[src/design/npsu_pkg.sv]
`default_nettype none

package npsu_pkg;

  localparam int MAX_POINTS = 1024;
  localparam int COORD_BITS = 16;
  localparam int AXES = 3;

  localparam int IDX_W = $clog2(MAX_POINTS);
  localparam int IDX_FIELD_W = 10;
  localparam int CNT_W = 11;
  localparam int CMP_W = (CNT_W > IDX_W + 1) ? CNT_W : IDX_W + 1;

  localparam int DIFF_W = COORD_BITS + 1;
  localparam int SQ_W = 2 * COORD_BITS;
  localparam int DIST_W = SQ_W + 2;
  localparam int PT_W = AXES * COORD_BITS;

  localparam logic [CNT_W-1:0] NODE_COUNT_RESET = CNT_W'(1024);

  localparam logic MODE_LOAD = 1'b0;
  localparam logic MODE_QUERY = 1'b1;

  typedef logic signed [COORD_BITS-1:0] coord_t;

  typedef struct packed {
    logic                    valid;
    logic                    first;
    logic                    last;
    logic [IDX_W-1:0]        idx;
    logic [DIST_W-1:0]       acc;
    logic [AXES-1:0][COORD_BITS-1:0] pt;
  } tok_t;

  typedef struct packed {
    logic             done;
    logic [IDX_W-1:0] best_idx;
  } min_stat_t;

  typedef enum logic [1:0] {
    ST_IDLE,
    ST_SCAN,
    ST_DRAIN,
    ST_RESULT
  } state_t;

  function automatic logic [IDX_W-1:0] count_last(input logic [CNT_W-1:0] nc);
    logic [CMP_W-1:0] c;
    c = CMP_W'(nc);
    if (c == '0) begin
      c = CMP_W'(1);
    end
    if (c > CMP_W'(MAX_POINTS)) begin
      c = CMP_W'(MAX_POINTS);
    end
    c = c - CMP_W'(1);
    return c[IDX_W-1:0];
  endfunction

endpackage

`default_nettype wire

[src/design/npsu_sq_cell.sv]
`default_nettype none

module npsu_sq_cell
  import npsu_pkg::*;
(
  input  wire logic   clk,
  input  wire logic   rst,
  input  wire coord_t q,
  input  wire tok_t   tok_in,
  output tok_t        tok_out
);

  logic signed [DIFF_W-1:0]   diff;
  logic signed [2*DIFF_W-1:0] prod;
  logic [SQ_W-1:0]            sq;
  tok_t                       tok_next;

  always_comb begin
    diff = $signed({tok_in.pt[0][COORD_BITS-1], tok_in.pt[0]})
         - $signed({q[COORD_BITS-1], q});
    prod = diff * diff;
    sq = prod[SQ_W-1:0];
    tok_next = tok_in;
    tok_next.acc = tok_in.acc + DIST_W'(sq);
    // rotate coordinates so the next cell sees its axis at slot 0
    for (int i = 0; i < AXES - 1; i++) begin
      tok_next.pt[i] = tok_in.pt[i+1];
    end
    tok_next.pt[AXES-1] = tok_in.pt[0];
  end

  always_ff @(posedge clk) begin
    if (rst) begin
      tok_out.valid <= 1'b0;
    end else begin
      tok_out.valid <= tok_in.valid;
    end
    tok_out.first <= tok_next.first;
    tok_out.last  <= tok_next.last;
    tok_out.idx   <= tok_next.idx;
    tok_out.acc   <= tok_next.acc;
    tok_out.pt    <= tok_next.pt;
  end

endmodule

`default_nettype wire

[config.mk]
export PLATFORM = sky130hd
export DESIGN_NAME = npsu_sq_cell
export DESIGN_NICKNAME = d
export VERILOG_FILES = /design/src/design/npsu_pkg.sv /design/src/design/npsu_sq_cell.sv
export SDC_FILE = /design/constraint.sdc
export NUM_CORES = 1
export LEC_CHECK = 0
export BUFFER_PORTS_ARGS = -buffer_cell sky130_fd_sc_hd__buf_2
export CORE_MARGIN = 3
export CORE_UTILIZATION = 54
export DETAILED_ROUTE_END_ITERATION = 8
export PLACE_DENSITY = 0.84
export SYNTH_ARGS = -nofsm -noshare
export SYNTH_HDL_FRONTEND = slang
export SYNTH_SLANG_ARGS = --single-unit
[constraint.sdc]
create_clock -name clk -period 8.6 [get_ports clk]
set_input_delay 0.43 -clock clk [delete_from_list [all_inputs] [get_ports clk]]
set_output_delay 0.43 -clock clk [all_outputs]
set_load 0.02 [all_outputs]
## After elaboration in Yosys (flattened, before gate mapping)

Cells that the tools add are included.
Widths: inputs -> output; s select.

- Add/sub/neg operators: 2
- $mul: 1

Operator list:

| operator | count |
|---|---|
| $add 34x32->34 | 1 |
| $mul 17x17->32 | 1 |
| $sub 16x16->17 | 1 |

- Register bits after elaboration: 95
- Output and inout bits: 95

## Depth between registers and ports, before layout

- Depth in word-level cells: 3
- Depth in mapped cells: 42
- Gate-level depth less buffers: 41

## Worst setup path before layout

No wires, ideal clock.

- Kind: input-to-reg
- Start point: in tok_in[0] (netlist bit)
- End point: reg tok_out[78] (netlist bit)
- Arrival time: 8.900 ns
- Setup slack: -0.433 ns
- Cell stages on the path: 38
- Path buffers: 1
- Path through: inv_1 -> ha_1 -> fa_1 -> nand2b_1 -> a21oi_1 -> o2111ai_2 -> nand2_1 -> xor2_1 -> inv_1 -> clkbuf_1 -> nor2_1 -> fa_1 -> inv_1 -> fa_1 -> fa_1 -> inv_1 -> fa_1 -> fa_1 -> [2 not listed] -> inv_1 -> ha_1 -> and2_1 -> o21ai_0 -> o21ai_0 -> o21ai_0 -> nand2b_1 -> a21oi_1 -> xnor2_1 -> ha_1 -> o21ai_0 -> a21oi_1 -> a221o_1 -> a31oi_1 -> a21oi_1 -> o41ai_2 -> mux2i_1 -> o2111ai_1

RTL lines:

| item | line | text |
|---|---|---|
| start: declaration | npsu_sq_cell.sv:9 | `input wire tok_t tok_in,` |
| end: declaration | npsu_sq_cell.sv:10 | `output tok_t tok_out` |

==> impl_metrics.toml <==
[status]
status = "finished, final reports clean"

[drt]
totalWireLength_mm = 37.5
viasPerCell = 5.25
firstDrtPassIters = 5
drt_iter0_markers = 686
drc = 0
wl_per_cell_um = 16.7
ant_nets = 0
vias = 11746

[timing]
worstMarginPinSlew_ps = 604
max_freq_mhz = 117
slew_headroom_pct = 59.4
slew_viol_final = 0
fin_crit_sh_pct = 99.2
min_period_ps = 8530
worst_hold_slack_ps = 163
setup_viol = 0
hold_viol_final = 0
rsz0062_at_grt = "true"

[clock_tree]
cts_tree = "built"
hold_buffers = 0
clkTransAtPathRegs_ps = 90
htreeDepth = 3
root_buffer = "clkbuf_16"
cts_buffers = 9
clock-sinks = 95
clock_path_buffers = 2

[final_layout]
largest_reg_flops = 95
mostFrequentLayoutCell = "inv_1"
fin_cells = 2239
reg_top3 = "tok_out x95"
design_area_um2 = 17900
drive_gt1_share_pct = 33.8
layout.cells.most_common_list = "313 x inv_1, 266 x buf_4, 251 x fa_1, 205 x buf_2, 113 x ha_1"
top_register = "tok_out"
syn_to_final_growth_pct = 33.7
antennaDiodeCount = 0
layout.nets = 2408

[global_route]
grt-ovfl-total = 0
antenna_found_initial = 0
grt_pass1_wl_mm = 57.3
grt_pass1_vias = 12322
grt.total_usage_pct = 27.1
grt_max_degree = 20

[synth]
syn-cell-area_um2 = 13400
syn_nets = 1936
yosysWarnings = 0
ys_async_sr_fraction_pct = 0
synth_ff_type = "dfxtp_1"
synth.distinct_cells = 63
syn_area_per_cell_um2 = 9.32
ys_seq_elements = 95
synth_edf_count = 0
synthCells = 1438
ys_seq_area_share_pct = 14.2

[placement]
portBuffers = 207
gp_congestion = 0.952
dp_hpwl_mm = 30.3
placed_cell_area_um2 = 16600
dp.cells = 2185

[floorplan]
core-area_um2 = 24400
die_area_um2 = 26800
pin_count = 208
rows = 57
die_height_um = 164
die_x_um = 164
initial_core_util_pct = 55.0

[setup_path]
required_ps = 8850
crit_type = "primary input to flip-flop"
worst_path_most_repeated_cell = "fa_1"
cp-end-kind = "flip-flop"
slowest_delay_ps = 550
crit_fanout = 5
cp-start-kind = "primary input"
cpMaxStageDelayCell = "fa_1"
arrival_ps = 8780

[job]
max-cap-violations = 0

[worst_hold_path]
worstHoldPathType = "primary input to flip-flop"
## repair_timing
action                                  in CTS  in global routing
setup buffers                               10                 30
endpoints found under the setup margin      10                 14
gates resized for setup                     51                130
pin swaps                                   24                 74
## logic make-up (layout without fill, tap and decap cells)
kind of cell             count (synthesis)  count (layout)  share of synthesized area, %
adder cells (fa/ha/maj)                385             385                          50.4
buffers and inverters                  362             839                          10.2
AND/OR/NAND/NOR                        330             330                          10.8
AO/OA/AOI/OAI                          184             184                          8.96
flip-flops                              95              95                          14.2
XOR/XNOR                                80              80                          5.28
multiplexers                             2               2                         0.149
## worst paths after layout
path,startpoint,cells after the start,endpoint
worst max-delay path,q[1],37,tok_out[78]
worst min-delay path,tok_in[47],1,tok_out[31]
## per-stage QoR
stage	util (%)	worst slack (ps)	TNS, ps
2_1_floorplan	-	-10.0	-10.0
3_3_place_gp	68.1	-530	-3720
3_5_place_dp	68.1	-791	-7040
4_1_cts	70.4	13.1	0
5_1_grt	73.5	-244	-1680
6_report	73.5	72.3	0
## per-layer routing
layer  routed length [um]  track usage [%]
met1                13400             30.4
met2                20800             52.0
met3                 1930             3.88
met4                 1340             9.38
met5                    0                0
## final cells by class
| cell class | count | area (um^2) |
|---|---|---|
| sequential | 95 | 1900 |
| multi-input combinational | 981 | 10800 |
| inverter | 335 | 1260 |
| fill | 1726 | 6470 |
| clock buffer | 9 | 225 |
| timing repair buffer | 488 | 3220 |
| tap | 324 | 405 |
| clock inverter | 7 | 75.1 |
## cell usage after synthesis (3+ instances only)
master	n	area, um^2
xnor2_1	59	517
and3_1	4	25.0
nor3_1	12	60.1
a21boi_0	3	22.5
xor2_1	20	175
buf_2	7	35.0
nor2_1	123	462
nor2b_1	9	56.3
o31ai_1	9	67.6
nand4_1	4	25.0
o21ai_0	36	180
fa_1	258	5160
o21bai_1	7	52.6
o41ai_1	3	26.3
a21o_1	21	158
ha_1	127	1590
inv_1	332	1250
a21oi_1	52	260
a31oi_1	8	50.1
dfxtp_1	95	1900
nor3b_1	3	22.5
nand2b_1	15	93.8
clkbuf_1	19	71.3
nand2_1	126	473
a211oi_1	12	90.1
o21a_1	10	75.1
or3_1	4	25.0
nand3_1	17	85.1
## worst max-delay path, delay by kind of cell
family                   cells  cell delay, ps
buffers and inverters        6             720
multiplexers                 1             230
XOR/XNOR                     2             290
adder cells (fa/ha/maj)      9            3930
AO/OA/AOI/OAI               16            2850
AND/OR/NAND/NOR              3             310
Power is not shown: default switching activity piles up to over one toggle a cycle in this logic, so the estimate is an artifact.
