File: src/design/npsu_pkg.sv
`default_nettype none

package npsu_pkg;

  localparam int MAX_POINTS = 1024;
  localparam int COORD_BITS = 16;
  localparam int AXES = 3;

  localparam int IDX_W = $clog2(MAX_POINTS);
  localparam int IDX_FIELD_W = 10;
  localparam int CNT_W = 11;
  localparam int CMP_W = (CNT_W > IDX_W + 1) ? CNT_W : IDX_W + 1;

  localparam int DIFF_W = COORD_BITS + 1;
  localparam int SQ_W = 2 * COORD_BITS;
  localparam int DIST_W = SQ_W + 2;
  localparam int PT_W = AXES * COORD_BITS;

  localparam logic [CNT_W-1:0] NODE_COUNT_RESET = CNT_W'(1024);

  localparam logic MODE_LOAD = 1'b0;
  localparam logic MODE_QUERY = 1'b1;

  typedef logic signed [COORD_BITS-1:0] coord_t;

  typedef struct packed {
    logic                    valid;
    logic                    first;
    logic                    last;
    logic [IDX_W-1:0]        idx;
    logic [DIST_W-1:0]       acc;
    logic [AXES-1:0][COORD_BITS-1:0] pt;
  } tok_t;

  typedef struct packed {
    logic             done;
    logic [IDX_W-1:0] best_idx;
  } min_stat_t;

  typedef enum logic [1:0] {
    ST_IDLE,
    ST_SCAN,
    ST_DRAIN,
    ST_RESULT
  } state_t;

  function automatic logic [IDX_W-1:0] count_last(input logic [CNT_W-1:0] nc);
    logic [CMP_W-1:0] c;
    c = CMP_W'(nc);
    if (c == '0) begin
      c = CMP_W'(1);
    end
    if (c > CMP_W'(MAX_POINTS)) begin
      c = CMP_W'(MAX_POINTS);
    end
    c = c - CMP_W'(1);
    return c[IDX_W-1:0];
  endfunction

endpackage

`default_nettype wire

File: src/design/npsu_min_unit.sv
`default_nettype none

module npsu_min_unit
  import npsu_pkg::*;
(
  input  wire logic clk,
  input  wire logic rst,
  input  wire tok_t tok,
  output min_stat_t stat
);

  logic [DIST_W-1:0] best_acc;
  logic [IDX_W-1:0]  best_idx;
  logic              done;

  always_ff @(posedge clk) begin
    if (rst) begin
      done <= 1'b0;
    end else begin
      done <= tok.valid && tok.last;
    end
    // strict less keeps the lowest index on ties
    if (tok.valid && (tok.first || (tok.acc < best_acc))) begin
      best_acc <= tok.acc;
      best_idx <= tok.idx;
    end
  end

  assign stat.done = done;
  assign stat.best_idx = best_idx;

endmodule

`default_nettype wire

File: config.mk
export PLATFORM = sky130hd
export DESIGN_NAME = npsu_min_unit
export DESIGN_NICKNAME = d
export VERILOG_FILES = /design/src/design/npsu_pkg.sv /design/src/design/npsu_min_unit.sv
export SDC_FILE = /design/constraint.sdc
export NUM_CORES = 1
export LEC_CHECK = 0
export BUFFER_PORTS_ARGS = -buffer_cell sky130_fd_sc_hd__clkbuf_2
export CORE_MARGIN = 5
export CORE_UTILIZATION = 41
export CTS_CLUSTER_DIAMETER = 200
export DETAILED_ROUTE_END_ITERATION = 12
export HOLD_SLACK_MARGIN = 0.06
export PLACE_DENSITY = 0.8
export SYNTH_ARGS = -nofsm -noshare
export SYNTH_HDL_FRONTEND = slang
export SYNTH_SLANG_ARGS = --single-unit
File: constraint.sdc
create_clock -name clk -period 5 [get_ports clk]
set_input_delay 0.5 -clock clk [delete_from_list [all_inputs] [get_ports clk]]
set_output_delay 0.5 -clock clk [all_outputs]
set_load 0.01 [all_outputs]
# == Word level (Yosys, flattened, before mapping) ==
# Index checks and enable logic that the tools add are counted.
# op_classes
n_lt_le_gt_ge,1
n_reduce_logical,3
# op_table
operator,n
< comparator 34 bit,1
logical AND 1 bit,2
logical OR 1 bit,1
# totals
input_bits,97
wordCells,7
reg_bits,45
output_inout_bits,11

# == Logic depth before layout (Yosys ltp) ==
# logic_depth
word_depth,3
ltp_mapped,7
depth_no_buf,7

# == Worst setup path after synthesis ==
# No wires, ideal clock.
# synth_path
kind,input to register
start,in tok[61] (netlist name)
end,reg best_acc[0] (enable)
required_time_ns,4.483
n_path_buf,0
arrival_time_ns,4.894
stages,6
setup_slack_ns,-0.411
cell_sequence,ha_1 a41oi_1 o21ai_0 a221oi_1 o211ai_1 a221oi_1
# synth_via
elab_chain_cells,3
# synth_lines
element,line_no,rtl
start: declaration,npsu_min_unit.sv:8,"input wire tok_t tok,"
< comparator 34 bit,npsu_min_unit.sv:23,if (tok.valid && (tok.first || (tok.acc < best_acc))) begin
logical OR 1 bit,npsu_min_unit.sv:23,
logical AND 1 bit,npsu_min_unit.sv:23,
end signal: assignment,npsu_min_unit.sv:24,best_acc <= tok.acc;
end: declaration,npsu_min_unit.sv:12,logic [DIST_W-1:0] best_acc;
# Every way passes these cells.
# A chain may end at the register's enable or synchronous reset.

# == Worst setup path in the final report ==
# layout_path
start,reg best_acc[13]
end,reg best_acc[25] (enable)
# layout_via
elab_chain_cells,3
# layout_lines
element,line_no
< comparator 34 bit,npsu_min_unit.sv:23
logical OR 1 bit,npsu_min_unit.sv:23
logical AND 1 bit,npsu_min_unit.sv:23
# Every way passes these cells.

==> results_dict.tcl <==
set metrics [dict create \
    status "complete, no violations" \
    rows 26 \
    synth_top_family_by_area "adder cells" \
    clock_path_buffers 2 \
    fill_cells 453 \
    first_pass_iters 4 \
    synth-seq-area-share 0.607 \
    reg2reg_depth 8 \
    final_nets 366 \
    gr-usage-all-layers 0.119 \
    syn_nets 299 \
    grt_max_degree 18 \
    maxCapViolCount 0 \
    synth-compound-area-share 0.0696 \
    initial_core_util 0.427 \
    synthTopCellsByCount "44 x edfxtp_1, 36 x inv_1, 33 x ha_1" \
    period_needed_ns 2.87 \
    drt-initial-drc-count 35 \
    reg2reg_to "best_acc[25]$_DFFE_PP_" \
    fin_ws_ns 2.13 \
    cp-start-kind "flop" \
    leakagePower_nw 1.29 \
    yosys.area.top_type "edfxtp_1" \
    synth_edf_count 44 \
    vias 1452 \
    wl_per_cell_um 12.7 \
    cts-buffers-inserted 5 \
    syn_area_per_cell_um2 13.1 \
    cts_tree "yes" \
    clock-sinks 45 \
    grt_pass1_vias 1522 \
    portBuffers 59 \
    clock.fmax_ghz 0.348 \
    critical_path_class "reg2reg" \
    cp-end-kind "flop" \
    syn_to_final_growth_pct 23.4 \
    hold_buffers 0 \
    grt_pass1_wl_um 6740 \
    ctsResizeCount 0 \
    reg2reg_from "best_acc[13]$_DFFE_PP_" \
    finalSetupViolations 0 \
    io_pins 108 \
    cts.clk_slew.worst_paths_ns 0.09 \
    htreeDepth 2 \
    cts_root_buffer "clkbuf_8" \
    postSynthRegisterBits 45 \
    rsz0062_at_grt "false" \
    post-route-period-util 0.575 \
    dieArea_mm2 0.00696 \
    synth_top_flop_cell "edfxtp_1" \
    core_mm2 0.00517 \
    num_antenna_cells 0 \
    ys_top_cells_by_area "edfxtp_1 60%, ha_1 19%, inv_1 6.1%" \
    fin_skew_ns 0.00659 \
    post_cts_buffers 0 \
    routed_wl_um 3900 \
    hpwlAfterDp_um 3150 \
    antenna_found_initial 0 \
    worstHoldStart "rst" \
    place_ws_ns 1.80 \
    dieWidth_um 83.4 \
    overflow 0 \
    worstPathArrival_ns 2.86 \
    yosysMostFrequentCell "edfxtp_1" \
    synth-xor-area-share 0 \
    synthSimpleGateAreaFrac 0.0724 \
    ir_worst_vdd_mv 0.133 \
    vias_per_cell 4.73 \
    slew_headroom 0.513 \
    instances_no_fill 307 \
    syn_area_mm2 0.00221 \
    die_y_um 83.4 \
    rrSetupSlack_ns 2.13 \
    yosysWarnings 0 \
    dpl.cell_count 299 \
    slew_viol_final 0 \
    hold_path_class "in2reg" \
    synth_top_area_frac 0.598 \
    syn_inst 169 \
    tightest_slew_ns 0.730 \
    setup_tns_ns 0 \
    p_per_area_mw_per_mm2 305 \
    synth_mux_area_frac 0 \
    holdPathStages 2 \
    hold_viol 0 \
    drive_above_1_share 0.300 \
    critical_path_required_ns 4.98 \
    async_flop_share 0 \
    cp_max_fo 17 \
    min_to "done$_SDFF_PP0_" \
    globalplace.congestion 0.769 \
    synth.distinct_cells 23 \
    clk_latency_ns 0.29 \
    yosys.area_share.adder 0.187 \
    drcViolationCount 0 \
    ant_nets 0 \
]
==> layout by cell type, fill, tap and decap left out, types with 2 or more instances in the layout <==
cell	netlist	routed
o21ai_0	5	5
a221oi_1	3	2
a21oi_1	14	14
clkbuf_2	0	59
nand3_1	3	3
edfxtp_1	44	44
buf_4	1	2
and4_1	5	5
nand2_1	11	11
clkbuf_8	0	5
nor2_1	2	2
ha_1	33	33
inv_1	36	36
==> state kept, by name, summed over array words and instances (netlist names) <==
register and count:
best_acc 34, best_idx 10, done 1
==> per-layer routing <==
layer,share of wire,GRT usage
met1,0.45,0.143
met2,0.46,0.198
met3,0.074,0.0455
met4,0.014,0.0351
met5,0,0
==> cell families (layout without fill, tap and decap cells) <==
logic type | count (synthesis) | in the layout
flops | 45 | 45
fa+ha+maj | 33 | 33
simple gates | 28 | 28
buf+inv | 37 | 105
compound gates | 26 | 26
==> cell type report <==
type                       count  area, um^2  share of cell area
timing repair buffer          61         310               0.114
sequential                    45        1340               0.492
multi-input combinational     87         744               0.273
inverter                      36         135              0.0495
tap                           70        87.6              0.0321
clock inverter                 3        41.3              0.0151
clock buffer                   5        68.8              0.0252
==> power by group <==
| part | internal (mW) | switching (mW) | leakage (nW) | total [mW] |
|---|---|---|---|---|
| Combinational | 0.0490 | 0.0620 | 0.808 | 0.111 |
| Clock | 0.147 | 0.124 | 0.0518 | 0.271 |
| Sequential | 0.445 | 0.00580 | 0.431 | 0.450 |
==> through the flow <==
step	hold WS (ns)	total power, mW	area [um^2]	util
floorplan	0.572	0.523	2220	-
global placement	0.657	0.568	2620	0.506
detailed placement	0.663	0.573	2620	0.506
CTS	0.334	0.847	2730	0.528
global route	0.344	0.884	2730	0.528
finish	0.345	0.833	2730	0.528
==> worst max-delay path: stages (launching register included) <==
cell and delay (ns):
edfxtp_1 0.38, inv_1 0.06, ha_1 0.24, a41oi_1 0.20, o21ai_0 0.11, a221oi_1 0.31
o211ai_1 0.20, a221oi_4 0.67, buf_4 0.38
==> worst max-delay path by stage <==
stage | startpoint | to | slack (ns) | cells after the start
final | best_acc[13]$_DFFE_PP_ | best_acc[25]$_DFFE_PP_ | 2.13 | 8
after global routing | best_acc[13]$_DFFE_PP_ | best_acc[26]$_DFFE_PP_ | 1.88 | 8
after CTS | best_acc[13]$_DFFE_PP_ | best_acc[21]$_DFFE_PP_ | 2.03 | 8
after detailed placement | tok[61] | best_acc[33]$_DFFE_PP_ | 1.80 | 8
after global placement | tok[61] | best_acc[31]$_DFFE_PP_ | 1.76 | 8
after floorplan | tok[61] | best_acc[0]$_DFFE_PP_ | 1.03 | 6
Note: power is estimated with default switching activity, not from simulation.
